[src/sv/deqs_pkg.sv]
// Shared types and constants for the double-ended queue with search.
// Holds the command and result transfer structs, op and status codes.
// No dependencies.
package deqs_pkg;

  localparam int unsigned Capacity = 16;
  localparam int unsigned IdxW     = (Capacity > 1) ? $clog2(Capacity) : 1;
  localparam int unsigned CntW     = $clog2(Capacity + 1);
  localparam int unsigned OpW      = 3;
  localparam int unsigned ValW     = 32;
  localparam int unsigned StatW    = 2;
  localparam int unsigned OccW     = 5;

  localparam logic [OpW-1:0] OpPushFront = 3'd0;
  localparam logic [OpW-1:0] OpPushBack  = 3'd1;
  localparam logic [OpW-1:0] OpPopFront  = 3'd2;
  localparam logic [OpW-1:0] OpPopBack   = 3'd3;
  localparam logic [OpW-1:0] OpSearch    = 3'd4;

  localparam logic [StatW-1:0] StOk    = 2'd0;
  localparam logic [StatW-1:0] StEmpty = 2'd1;
  localparam logic [StatW-1:0] StFull  = 2'd2;

  typedef struct packed {
    logic [OpW-1:0]         op;
    logic signed [ValW-1:0] value;
  } cmd_t;

  typedef struct packed {
    logic [StatW-1:0] status;
    logic             found;
    logic [OccW-1:0]  occupancy;
  } result_t;

  function automatic logic [IdxW-1:0] ring_add(input logic [IdxW-1:0] base,
                                               input logic [IdxW-1:0] offset);
    logic [IdxW:0] sum;
    sum = {1'b0, base} + {1'b0, offset};
    if (sum >= (IdxW + 1)'(Capacity)) begin
      sum = sum - (IdxW + 1)'(Capacity);
    end
    return sum[IdxW-1:0];
  endfunction

endpackage

[src/sv/double_ended_queue_with_search_unit.sv]
// Push and pop results strobe the cycle after the transfer,
// and busy stays low for them, so one command is taken every cycle while no search runs.
// A search reads one entry per cycle from the entry memory port, from the head on,
// until it finds a match or has read every occupied entry.
// Reset empties the queue (head and count to zero); entry contents stay undefined.
// The receiver cannot stall: each result is valid for exactly one cycle.
module double_ended_queue_with_search_unit (
  input  logic              clk_i,
  input  logic              rst_ni,
  input  logic              start,
  output logic              busy,
  input  deqs_pkg::cmd_t    cmd_i,
  output logic              done_o,
  output deqs_pkg::result_t result_o
);

  localparam logic StIdle   = 1'b0;
  localparam logic StSearch = 1'b1;

  logic                            state_q, state_d;
  logic [deqs_pkg::IdxW-1:0]       head_q, head_d;
  logic [deqs_pkg::CntW-1:0]       count_q, count_d;
  logic [deqs_pkg::IdxW-1:0]       pos_q, pos_d;
  logic signed [deqs_pkg::ValW-1:0] key_q, key_d;
  logic                            done_q, done_d;
  deqs_pkg::result_t               res_q, res_d;

  logic                            we;
  logic [deqs_pkg::IdxW-1:0]       waddr;
  logic [deqs_pkg::IdxW-1:0]       raddr;
  logic signed [deqs_pkg::ValW-1:0] rdata;
  logic                            accept;
  logic                            full;
  logic                            empty;
  logic                            last;

  deqs_store u_store (
    .clk_i   (clk_i),
    .we_i    (we),
    .waddr_i (waddr),
    .wdata_i (cmd_i.value),
    .raddr_i (raddr),
    .rdata_o (rdata)
  );

  assign busy   = (state_q == StSearch);
  assign accept = start && !busy;
  assign full   = (count_q >= deqs_pkg::CntW'(deqs_pkg::Capacity));
  assign empty  = (count_q == '0);
  assign last   = ((deqs_pkg::CntW'(pos_q) + deqs_pkg::CntW'(1)) == count_q);

  always_comb begin
    state_d = state_q;
    head_d  = head_q;
    count_d = count_q;
    pos_d   = pos_q;
    key_d   = key_q;
    done_d  = 1'b0;
    res_d   = res_q;
    we      = 1'b0;
    waddr   = deqs_pkg::ring_add(head_q, count_q[deqs_pkg::IdxW-1:0]);
    raddr   = head_q;

    unique case (state_q)
      StIdle: begin
        if (accept) begin
          res_d.status = deqs_pkg::StOk;
          res_d.found  = 1'b0;
          done_d       = 1'b1;
          unique case (cmd_i.op)
            deqs_pkg::OpPushFront: begin
              if (full) begin
                res_d.status = deqs_pkg::StFull;
              end else begin
                head_d  = deqs_pkg::ring_add(head_q,
                                             deqs_pkg::IdxW'(deqs_pkg::Capacity - 1));
                waddr   = head_d;
                we      = 1'b1;
                count_d = count_q + deqs_pkg::CntW'(1);
              end
            end
            deqs_pkg::OpPushBack: begin
              if (full) begin
                res_d.status = deqs_pkg::StFull;
              end else begin
                we      = 1'b1;
                count_d = count_q + deqs_pkg::CntW'(1);
              end
            end
            deqs_pkg::OpPopFront: begin
              if (empty) begin
                res_d.status = deqs_pkg::StEmpty;
              end else begin
                head_d  = deqs_pkg::ring_add(head_q, deqs_pkg::IdxW'(1));
                count_d = count_q - deqs_pkg::CntW'(1);
              end
            end
            deqs_pkg::OpPopBack: begin
              if (empty) begin
                res_d.status = deqs_pkg::StEmpty;
              end else begin
                count_d = count_q - deqs_pkg::CntW'(1);
              end
            end
            deqs_pkg::OpSearch: begin
              if (!empty) begin
                done_d  = 1'b0;
                key_d   = cmd_i.value;
                pos_d   = '0;
                state_d = StSearch;
              end
            end
            default: begin
            end
          endcase
          res_d.occupancy = deqs_pkg::OccW'(count_d);
        end
      end
      StSearch: begin
        raddr = deqs_pkg::ring_add(head_q, pos_q + deqs_pkg::IdxW'(1));
        if ((rdata == key_q) || last) begin
          res_d.status    = deqs_pkg::StOk;
          res_d.found     = (rdata == key_q);
          res_d.occupancy = deqs_pkg::OccW'(count_q);
          done_d          = 1'b1;
          state_d         = StIdle;
        end else begin
          pos_d = pos_q + deqs_pkg::IdxW'(1);
        end
      end
      default: begin
        state_d = StIdle;
      end
    endcase
  end

  always_ff @(posedge clk_i or negedge rst_ni) begin
    if (!rst_ni) begin
      state_q <= StIdle;
      head_q  <= '0;
      count_q <= '0;
      done_q  <= 1'b0;
    end else begin
      state_q <= state_d;
      head_q  <= head_d;
      count_q <= count_d;
      done_q  <= done_d;
    end
  end

  always_ff @(posedge clk_i) begin
    pos_q <= pos_d;
    key_q <= key_d;
    res_q <= res_d;
  end

  assign done_o   = done_q;
  assign result_o = res_q;

endmodule

[src/sv/deqs_store.sv]
// Entry storage of the queue: one write port, one read port.
// Read data is registered. Uses deqs_pkg.
module deqs_store (
  input  logic                            clk_i,
  input  logic                            we_i,
  input  logic [deqs_pkg::IdxW-1:0]       waddr_i,
  input  logic signed [deqs_pkg::ValW-1:0] wdata_i,
  input  logic [deqs_pkg::IdxW-1:0]       raddr_i,
  output logic signed [deqs_pkg::ValW-1:0] rdata_o
);

  logic signed [deqs_pkg::ValW-1:0] mem [deqs_pkg::Capacity];

  always_ff @(posedge clk_i) begin
    if (we_i) begin
      mem[waddr_i] <= wdata_i;
    end
  end

  always_ff @(posedge clk_i) begin
    rdata_o <= mem[raddr_i];
  end

endmodule
[config.mk]
export PLATFORM = sky130hd
export DESIGN_NAME = double_ended_queue_with_search_unit
export DESIGN_NICKNAME = d
export VERILOG_FILES = /design/src/sv/deqs_pkg.sv /design/src/sv/double_ended_queue_with_search_unit.sv /design/src/sv/deqs_store.sv
export SDC_FILE = /design/constraint.sdc
export NUM_CORES = 1
export LEC_CHECK = 0
export ABC_AREA = 1
export ABC_CLOCK_PERIOD_IN_PS = 9300
export BUFFER_PORTS_ARGS = -buffer_cell sky130_fd_sc_hd__buf_2
export CORE_UTILIZATION = 60
export CTS_CLUSTER_SIZE = 24
export DETAILED_ROUTE_END_ITERATION = 16
export HOLD_SLACK_MARGIN = 0.03
export PLACE_DENSITY_LB_ADDON = 0.1
export SYNTH_ARGS = -nofsm -noshare
export SYNTH_HDL_FRONTEND = slang
export SYNTH_SLANG_ARGS = --single-unit
[constraint.sdc]
create_clock -name clk_i -period 9.3 [get_ports clk_i]
set_input_delay 0 -clock clk_i [delete_from_list [all_inputs] [get_ports clk_i]]
set_output_delay 0 -clock clk_i [all_outputs]
set_load 0.02 [all_outputs]
==> results of run 1 <==
[Yosys cell counts]
| cell type | n | area (um^2) |
|---|---|---|
| a31oi_1 | 1 | 6.26 |
| inv_1 | 274 | 1030 |
| nor2_1 | 43 | 161 |
| nand2_4 | 2 | 22.5 |
| nand4_1 | 3 | 18.8 |
| nand2_2 | 2 | 12.5 |
| inv_2 | 3 | 11.3 |
| edfxtp_1 | 556 | 16700 |
| ha_1 | 12 | 150 |
| o21ai_1 | 7 | 35.0 |
| nand2_1 | 814 | 3060 |
| xor2_1 | 15 | 131 |
| nor3_4 | 1 | 16.3 |
| o211ai_1 | 221 | 1660 |
| o21ai_4 | 1 | 16.3 |
| dfxtp_1 | 32 | 641 |
| buf_2 | 63 | 315 |
| clkinv_1 | 1 | 3.75 |
| or2_2 | 1 | 6.26 |
| nand3_1 | 82 | 410 |
| nor3_1 | 4 | 20.0 |
| a21oi_1 | 7 | 35.0 |
| clkbuf_1 | 25 | 93.8 |
| fa_1 | 2 | 40.0 |
| buf_1 | 7 | 26.3 |
| nand3_2 | 1 | 10.0 |
| dfrtp_1 | 11 | 275 |
| a21oi_2 | 1 | 8.76 |
| o221ai_1 | 1 | 8.76 |
| buf_4 | 17 | 128 |
| xnor2_1 | 24 | 210 |
| o21ai_0 | 22 | 110 |
| a41oi_1 | 1 | 8.76 |
[metrics by stage]
step	power [mW]	area, um^2
after floorplan	3.00	25400
after global placement	3.04	26100
after detailed placement	3.04	26100
after CTS	5.22	28200
after global routing	5.32	28200
final	5.19	28200
[logic make-up (layout without fill, tap and decap cells)]
kind of cell             count (synthesis)  after routing  share of synthesized area
buffers and inverters                  390            500                     0.0633
AND/OR/NAND/NOR                        953            953                      0.147
adder cells (fa/ha/maj)                 14             14                    0.00750
XOR/XNOR                                39             39                     0.0135
flip-flops                             599            599                      0.694
AO/OA/AOI/OAI                          262            262                     0.0744
[registers in the layout, summed over array words and instances, names as in the netlist]
name,cells
key_q,32
done_o,1
busy,1
result_o,8
u_store.mem,512
head_q,4
count_q,5
pos_q,4
u_store.rdata_o,32
[timing repair]
action / CTS / global route
hold buffers: 41 / 0
endpoints found under the hold margin: 570 / 0
gates resized for setup: 0 / 0
[critical path, delay by kind of cell, from the launching register on]
family	cells	cell delay (ps)
AND/OR/NAND/NOR	8	2280
flip-flops	1	730
buffers and inverters	1	880
AO/OA/AOI/OAI	1	140
[cell type report]
type | count | area, um^2
clock buffers | 87 | 1600
clock inverters | 21 | 141
fillers | 3032 | 13100
inverters | 278 | 1050
multi-input cells | 1268 | 6300
flip-flops and latches | 599 | 17600
well taps | 532 | 666
repair buffers | 114 | 853
[worst paths after layout]
check | end | cells past startpoint
min | u_store.mem[15][28] | 2
max reg2reg | u_store.rdata_o[7] | 10
max | u_store.rdata_o[7] | 10
min reg2reg | u_store.rdata_o[27] | 6
min in group asynchronous | count_q[0] | 3
max in group asynchronous | count_q[4] | 3
[metal layers]
metal	track usage	vias to the layer above
met3	0.0365	96
li1	-	7771
met5	0	-
met2	0.425	493
met1	0.376	7499
met4	0.0822	2
[power by group through the flow]
stage          Sequential [mW]  Combinational (mW)  Clock (mW)
2_1_floorplan             3.00             0.00405           0
3_3_place_gp              3.00              0.0451           0
3_5_place_dp              3.00              0.0467           0
4_1_cts                   2.94              0.0596        2.22
5_1_grt                   2.94              0.0652        2.31
6_report                  2.94              0.0596        2.19
==> results.md, run 1 <==
* Initial DRC Count at approximately 1,200
* Nets@finish at between 2,000 and 2,500
* Clock power frac at 0.422
* Outcome: finished, final reports clean
* Number of setup buffers added after CTS at 0
* First-pass GRT wire length at 86,700 um
* Tcrit/Tclk final at 0.461
* Starting Density at 0.614
* Wire per inst at 19.2 um
* Maximum vdd ir drop at ~0.15 mV
* H-tree depth at 2
* Core area at 41,300 um^2
* Syn nets at between 2,000 and 2,500
* Worst-Skew Late Latency at 610 ps
* Dpl hpwl at roughly 28,000 um
* Io pins at 48
* Final ANT Viol Nets at 0
* Part of the power in registers at 0.566
* Hold Path Origin: cmd_i[28]
* DRC errors left at 0
* Via-per-instance ratio at approximately 5.5
* Synthesized instance count at between 2,000 and 2,500
* Tmin final at roughly 4300 ps
* R2r setup slk at approximately 5000 ps
* DR WL met2 at about 26,000 um
* Max clock buf depth at 3
* Clock root cell: clkbuf_16
* Die height at 208 um
* Hold Vio Cnt, Final at 0
* R2r startpoint: busy
* Pwr dens at 184 nW/um^2
* Sw Pwr at 997 uW
* Slew Limit Fails at 0
* CP max FO at around 180
* Kind of critical path: flop to flop
* Cell repeated most along the worst path: nand2_1
* Required time of the critical path at 9800 ps
* PortBufs at 47
* Netlist cell types at 33
* Commonest non-fill, non-tap cell in the layout: nand2_1
* Die Wd at roughly 210 um
* Clock sinks at 599
* Cells after DPL at 2,750
* Post-Route Skew at ~12 ps
* Setup ws final at 5010 ps
* Max_slew headroom at 0.197
* Mean Syn Cell Area at 11.2 um^2
* Total CTS buffers at 59
* Diodes inserted at 0
* Total Wirelength at 55,700 um
* Syn Std Cell Area at 25,400 um^2
* Seq/Total Area, Yosys at 0.694
* Highest clock rate at 233 MHz
* Launch point of the worst path: busy
* Setup crit start kind: flop
* CTS tree: done
* Final Core Density at 0.683
* Post-place setup slack at 5130 ps
* CP max-delay cell: nand2_8
* Static Leak at 10.7 nW
* Fraction of layout instances using a drive strength above 1 at 0.0722
* Commonest cells after routing, fill and taps aside: nand2_1, edfxtp_1, inv_1, o211ai_1, nand3_1
* CP peak stage delay at a little over 1000 ps
* Hold slack at 329 ps
* Vias in the first global route at 15,100
* Total number of vias at 15,900
* Least-Margin Pin Slew at 1200 ps
* Clk slew on worst S/H paths at 60 ps
* MaxCap Viol Count at 0
* YS warnings at 0
* Std-Cell Rows at 74
* Internal power at 4.19 mW
* RSZ-0062 raised after global routing: no
* Seq cells post-synth at 599
* Cells along the critical path: nand2_2 -> nand2_8 -> buf_4 -> nand2_1 -> o211ai_1 -> nand2_1 -> nand2_1 -> nand2_1 -> nand2_1 -> nand2_1
* GRT Total Usage at 0.264
* TritonRoute pass-1 iters at 5
* Die ar. at 43,100 um^2
* Final setup violation count at 0
* Setup tns final at 0 ps
* Wl on met1 at 24,500 um
* Crit path arrival time at around 4800 ps
* DR top layer: met5
* Largest net degree at the start of global routing at about 200
* Gate power share at 0.011
* Initial antenna violation count at 1
* Area Growth Syn to Fin at 11.2%
* Final cell count without fillers at 2,899
* Crit. End Element: flop
* Worst Hold Class: input pin to flop
* Global route overflow at 0
* Met3 WL at 3530 um
* Routability cong. at roughly 0.85
* Switching portion of total power at 0.192
Power figures use the tool's default switching activity.
==> run 2, diff against run 1 <==
--- a/config.mk
+++ b/config.mk
@@ -6,7 +6,7 @@
 export NUM_CORES = 1
 export LEC_CHECK = 0
 export ABC_AREA = 1
-export ABC_CLOCK_PERIOD_IN_PS = 9300
+export ABC_CLOCK_PERIOD_IN_PS = 4350
 export BUFFER_PORTS_ARGS = -buffer_cell sky130_fd_sc_hd__buf_2
 export CORE_UTILIZATION = 60
 export CTS_CLUSTER_SIZE = 24
==> constraint.sdc (replaced) <==
create_clock -name clk_i -period 4.35 [get_ports clk_i]
set_input_delay 0 -clock clk_i [delete_from_list [all_inputs] [get_ports clk_i]]
set_output_delay 0 -clock clk_i [all_outputs]
set_load 0.02 [all_outputs]
==> results.md, run 2 (synthesis results as in run 1) <==
* Outcome: finished, final reports clean
* Initial antenna violation count at 1 (unchanged)
* Starting Density at 0.614 (unchanged)
* Wire per inst at 20.4 um (+6.4%)
* Static Leak at 11.0 nW (+2.1%)
* GRT Total Usage at 0.282 (+0.0187)
* R2r startpoint: busy
* Register-to-Register Path Depth at 8 (-2)
* Total Wirelength at 59,500 um (+6.8%)
* Vias in the first global route at 16,200 (+7.2%)
* Die Wd at 208 um (unchanged)
* CP max FO at 24 (-86%)
* CP peak stage delay at 810 ps (-220 ps)
* Final ANT Viol Nets at 0 (unchanged)
* Top delay family on crit path: simple AND/OR/NAND/NOR gates
* Die height at 208 um (unchanged)
* Worst-Skew Late Latency at 630 ps (+20 ps)
* MaxCap Viol Count at 0 (unchanged)
* Tmin final at 3680 ps (-614 ps)
* Total number of vias at 16,400 (+3.3%)
* Hold Path Origin: cmd_i[25]
* Setup tns final at 0 ps (unchanged)
* Post-Route Skew at 19.8 ps (+7.32 ps)
* First-pass GRT wire length at 92,300 um (+6.4%)
* Diodes inserted at 0 (unchanged)
* Commonest cells after routing, fill and taps aside: nand2_1, edfxtp_1, inv_1, o211ai_1, nand3_1
* Largest Register: u_store.mem
* Setup crit start kind: flop
* Bufs and invs on worst path at 3 (+2)
* R2r setup slk at 670 ps (-4340 ps)
* Initial DRC Count at 1,442 (+22%)
* Io pins at 48 (unchanged)
* Crit path arrival time at 4000 ps (-790 ps)
* Clock root cell: clkbuf_16
* Leading registers by flop count: u_store.mem x512, key_q x32, u_store.rdata_o x32
* Final setup violation count at 0 (unchanged)
* DRC errors left at 0 (unchanged)
* Hold_buf cts at 40 (-2.4%)
* Die ar. at 43,100 um^2 (unchanged)
* Least-Margin Pin Slew at 1080 ps (-119 ps)
* Dpl hpwl at 34,900 um (+22%)
* TritonRoute pass-1 iters at 5 (unchanged)
* Clock sinks at 599 (unchanged)
* Number of setup buffers added after CTS at 0 (unchanged)
* Kind of critical path: flop to flop
* CP max-delay cell: nor2_4
* Total CTS buffers at 58 (-1.7%)
* Fraction of layout instances using a drive strength above 1 at 0.0857 (+0.0135)
* Largest register FFs at 512 (unchanged)
* Worst Hold Path EP: u_store.mem[3][25]
* PortBufs at 47 (unchanged)
* Commonest non-fill, non-tap cell in the layout: nand2_1
* Worst Hold Class: input pin to flop
* Cells along the critical path: inv_2 -> nand2_2 -> nor3_4 -> inv_1 -> o21ai_1 -> nand3_1 -> nor2_4 -> buf_4
* CTS tree: done
* Core area at 41,300 um^2 (unchanged)
* Std-Cell Rows at 74 (unchanged)
* Clk slew on worst S/H paths at 60 ps (about the same)
* Nets@finish at 2,382 (+0.42%)
* H-tree depth at 2 (unchanged)
* Largest net degree at the start of global routing at 126 (-39%)
* Via-per-instance ratio at 5.63 (+2.9%)
* Area Growth Syn to Fin at 12.8%
* Max clock buf depth at 3 (unchanged)
* RSZ-0062 raised after global routing: no
* PostCTS Resize Cnt at 0 (unchanged)
* Slew Limit Fails at 0 (unchanged)
* Final Core Density at 0.693 (+0.00994)
* Maximum vdd ir drop at 0.420 mV (+170%)
* Global route overflow at 0 (unchanged)
* Max_slew headroom at 0.277 (+0.0797)
* Pwr dens at 404 nW/um^2 (+120%)
* Routability cong. at 0.893 (+5.6%)
* Highest clock rate at 272 MHz (+17%)
* Total power at 11.6 mW (+120%)
* Required time of the critical path at 4670 ps (-5130 ps)
* Hold Vio Cnt, Final at 0 (unchanged)
* Worst r2r dst: u_store.mem[15][13]
* Tcrit/Tclk final at 0.845 (+0.384)
* Hold Crit Depth at 2 (unchanged)
* Crit. End Element: flop
* Hold slack at 356 ps (+27.0 ps)
-- run 2: changes by cell type in the layout (fill, tap and decap cells not counted), moves of 4 or more --
cell and change:
buf_12 +9, bufinv_16 +4, clkbuf_1 -15, clkbuf_8 +7, clkinv_1 -4, clkinv_2 +7
-- run 2: worst max-delay path by stage --
| stage | from | to | slack [ps] | cells past startpoint |
|---|---|---|---|---|
| after floorplan | head_q[0] | u_store.mem[4][0] | 980 | 9 |
| after global placement | busy | u_store.mem[15][12] | 840 | 8 |
| after detailed placement | busy | u_store.mem[15][15] | 770 | 8 |
| after CTS | busy | u_store.mem[15][13] | 730 | 8 |
| after global routing | busy | u_store.mem[15][12] | 390 | 8 |
| final | busy | u_store.mem[15][13] | 670 | 8 |
-- run 2: cell type report --
cell class	instances	area, um^2
Inverter	278	1050
Clock inverter	31	319
Tap cell	532	666
Clock buffer	79	1640
Fill cell	2981	12700
Multi-Input combinational cell	1268	6300
Timing Repair Buffer	125	1050
Sequential cell	599	17600
-- run 2: through the flow --
| step | instances | worst slack, ps | instance area (um^2) |
|---|---|---|---|
| after floorplan | 2257 | 980 | 25400 |
| after global placement | 2762 | 839 | 26300 |
| after detailed placement | 2762 | 772 | 26300 |
| after CTS | 2912 | 729 | 28600 |
| after global routing | 2912 | 385 | 28600 |
| final | 2912 | 674 | 28600 |
-- run 2: report_power, final --
group	internal, mW	total, mW	switching [mW]
logic	0.0375	0.158	0.120
registers	6.28	6.28	0
clock network	3.00	5.13	2.13
total	9.32	11.6	2.25
-- run 2: routing by layer --
metal  up-vias  wire length, um  GRT usage  share of wire
met5         -                0          0              0
met4         0             1460     0.0840          0.024
met3        87             4410     0.0490          0.074
met2       568            27500      0.440           0.46
met1      7934            26200      0.411           0.44
li1       7800                -          -              -
==> run 3, diff against run 2 <==
--- a/config.mk
+++ b/config.mk
@@ -6,7 +6,7 @@
 export NUM_CORES = 1
 export LEC_CHECK = 0
 export ABC_AREA = 1
-export ABC_CLOCK_PERIOD_IN_PS = 4350
+export ABC_CLOCK_PERIOD_IN_PS = 3500
 export BUFFER_PORTS_ARGS = -buffer_cell sky130_fd_sc_hd__buf_2
 export CORE_UTILIZATION = 60
 export CTS_CLUSTER_SIZE = 24
==> constraint.sdc (replaced) <==
create_clock -name clk_i -period 3.5 [get_ports clk_i]
set_input_delay 0 -clock clk_i [delete_from_list [all_inputs] [get_ports clk_i]]
set_output_delay 0 -clock clk_i [all_outputs]
set_load 0.02 [all_outputs]
==> results.md, run 3 (synthesis results as in run 1) <==
* Required time of the critical path at 4060 ps (-610 ps)
* Max clock buf depth at 3 (unchanged)
* Starting Density at 0.614 (unchanged)
* CTS tree: done
* Final cell count without fillers at 2,929 (+0.58%)
* CP peak stage delay at 490 ps (-320 ps)
* Slew Limit Fails at 0 (unchanged)
* Worst Hold Path EP: u_store.mem[8][31]
* Routability cong. at 0.870 (-2.6%)
* Worst Hold Class: input pin to flop
* Core area at 41,300 um^2 (unchanged)
* Setup crit start kind: flop
* Dpl hpwl at 30,800 um (-12%)
* Die Wd at 208 um (unchanged)
* Std-Cell Rows at 74 (unchanged)
* Register-to-Register Path Depth at 13 (+5)
* Global route overflow at 0 (unchanged)
* Leading registers by flop count: u_store.mem x512, key_q x32, u_store.rdata_o x32
* Diodes inserted at 0 (unchanged)
* Clk slew on worst S/H paths at 60 ps (about the same)
* Static Leak at 11.0 nW (about the same)
* Outcome: finished, final reports clean
* Clock root cell: clkbuf_16
* Largest net degree at the start of global routing at 107 (-15%)
* TritonRoute pass-1 iters at 5 (unchanged)
* Setup tns final at 0 ps (unchanged)
* DRC errors left at 0 (unchanged)
* Cells after DPL at 2,779 (+0.62%)
* Hold Crit Depth at 2 (unchanged)
* Least-Margin Pin Slew at 799 ps (-283 ps)
* Die height at 208 um (unchanged)
* First-pass GRT wire length at 90,300 um (-2.2%)
* Io pins at 48 (unchanged)
* R2r startpoint: pos_q[0]
* Final setup violation count at 0 (unchanged)
* Post-Route Skew at 20.8 ps (+0.954 ps)
* Pwr dens at 484 nW/um^2 (+20%)
* Finished Cell Area at 28,700 um^2 (+0.11%)
* GRT Total Usage at 0.277 (-0.00527)
* Total Wirelength at 58,100 um (-2.4%)
* Commonest cells after routing, fill and taps aside: nand2_1, edfxtp_1, inv_1, o211ai_1, nand3_1
* Clock sinks at 599 (unchanged)
* Largest register FFs at 512 (unchanged)
* PortBufs at 47 (unchanged)
* Crit. End Element: flop
* Wire per inst at 19.8 um (-2.9%)
* Fraction of layout instances using a drive strength above 1 at 0.0868 (+0.00106)
* Hold Path Origin: cmd_i[31]
* R2r setup slk at 500 ps (-170 ps)
* Final ANT Viol Nets at 0 (unchanged)
* Hold Vio Cnt, Final at 0 (unchanged)
* Tcrit/Tclk final at 0.856 (+0.0111)
* Worst-Skew Late Latency at 610 ps (-20 ps)
* Kind of critical path: flop to flop
* CP max FO at 67 (+180%)
* RSZ-0062 raised after global routing: no
* Worst r2r dst: u_store.rdata_o[12]
* Cell repeated most along the worst path: nand2_1
* Initial antenna violation count at 0 (-1)
* Initial DRC Count at 1,529 (+6.0%)
* Via-per-instance ratio at 5.58 (-0.91%)
* Tmin final at 3000 ps (-679 ps)
* Dpl cell area at 26,500 um^2 (+0.72%)
* Commonest non-fill, non-tap cell in the layout: nand2_1
* Die ar. at 43,100 um^2 (unchanged)
* Nets@finish at 2,401 (+0.80%)
* Crit path arrival time at 3550 ps (-450 ps)
* MaxCap Viol Count at 0 (unchanged)
* Area Growth Syn to Fin at 13.0%
* H-tree depth at 2 (unchanged)
* Largest Register: u_store.mem
* Max_slew headroom at 0.466 (+0.189)
* Total number of vias at 16,300 (-0.34%)
* Highest clock rate at 334 MHz (+23%)
* Maximum vdd ir drop at 0.431 mV (+2.8%)
* PostCTS Resize Cnt at 0 (unchanged)
* Total CTS buffers at 59 (+1.7%)
* Cells along the critical path: ha_1 -> inv_1 -> fa_1 -> nand2_1 -> o21ai_4 -> buf_12 -> buf_4 -> o211ai_1 -> nand2_1 -> nand2_1 -> nand2_1 -> nand3_1 -> nand2_1
* Vias in the first global route at 15,700 (-2.9%)
* CP max-delay cell: fa_1
[run 3: critical path: cells and delay by family (launching register included)]
family | cells | cell delay (ps)
adder cells (fa/ha/maj) | 2 | 900
buffers and inverters | 3 | 780
flip-flops | 1 | 470
AND/OR/NAND/NOR | 6 | 430
AO/OA/AOI/OAI | 2 | 260
[run 3: per-layer routing]
layer / share of wire / global-route usage / wire length [um] / vias to the layer above
met1: 0.43 / 0.391 / 25100 / 7813
met3: 0.073 / 0.0427 / 4250 / 122
met4: 0.028 / 0.0973 / 1620 / 0
li1: - / - / - / 7829
met5: 0 / 0 / 0 / -
met2: 0.47 / 0.443 / 27200 / 570
[run 3: repair_timing]
item,CTS,global route
endpoints found under the hold margin,570,0
hold buffers,41,0
setup buffers,0,0
[run 3: how the worst max path moves through the flow]
stage                    from                  end  slack [ps]
finish               pos_q[0]  u_store.rdata_o[12]         500
global route         pos_q[0]   u_store.rdata_o[8]         260
CTS                  pos_q[0]  u_store.rdata_o[12]         490
detailed placement   pos_q[0]  u_store.rdata_o[12]         520
global placement     pos_q[0]  u_store.rdata_o[10]         620
floorplan           head_q[0]    u_store.mem[4][0]         130
[run 3: power breakdown]
part           switching [mW]  internal [mW]
Combinational           0.111         0.0474
Clock                    2.57           3.33
Sequential                  0           7.81
[run 3: cell type report]
class / instances / area [um^2]
clock buffer: 95 / 1710
clock inverter: 14 / 78.8
fill: 2920 / 12600
inverter: 278 / 1050
multi-input combinational: 1268 / 6300
sequential: 599 / 17600
tap: 532 / 666
timing repair buffer: 143 / 1250
[run 3: metrics by stage]
stage | worst slack (ps) | utilization | hold slack (ps) | power, mW
3_5_place_dp | 523 | 0.641 | -111 | 8.09
2_1_floorplan | 130 | - | -296 | 7.98
4_1_cts | 491 | 0.694 | 288 | 14.0
5_1_grt | 255 | 0.694 | 308 | 14.2
3_3_place_gp | 617 | 0.641 | -106 | 8.08
6_report | 503 | 0.694 | 320 | 13.9
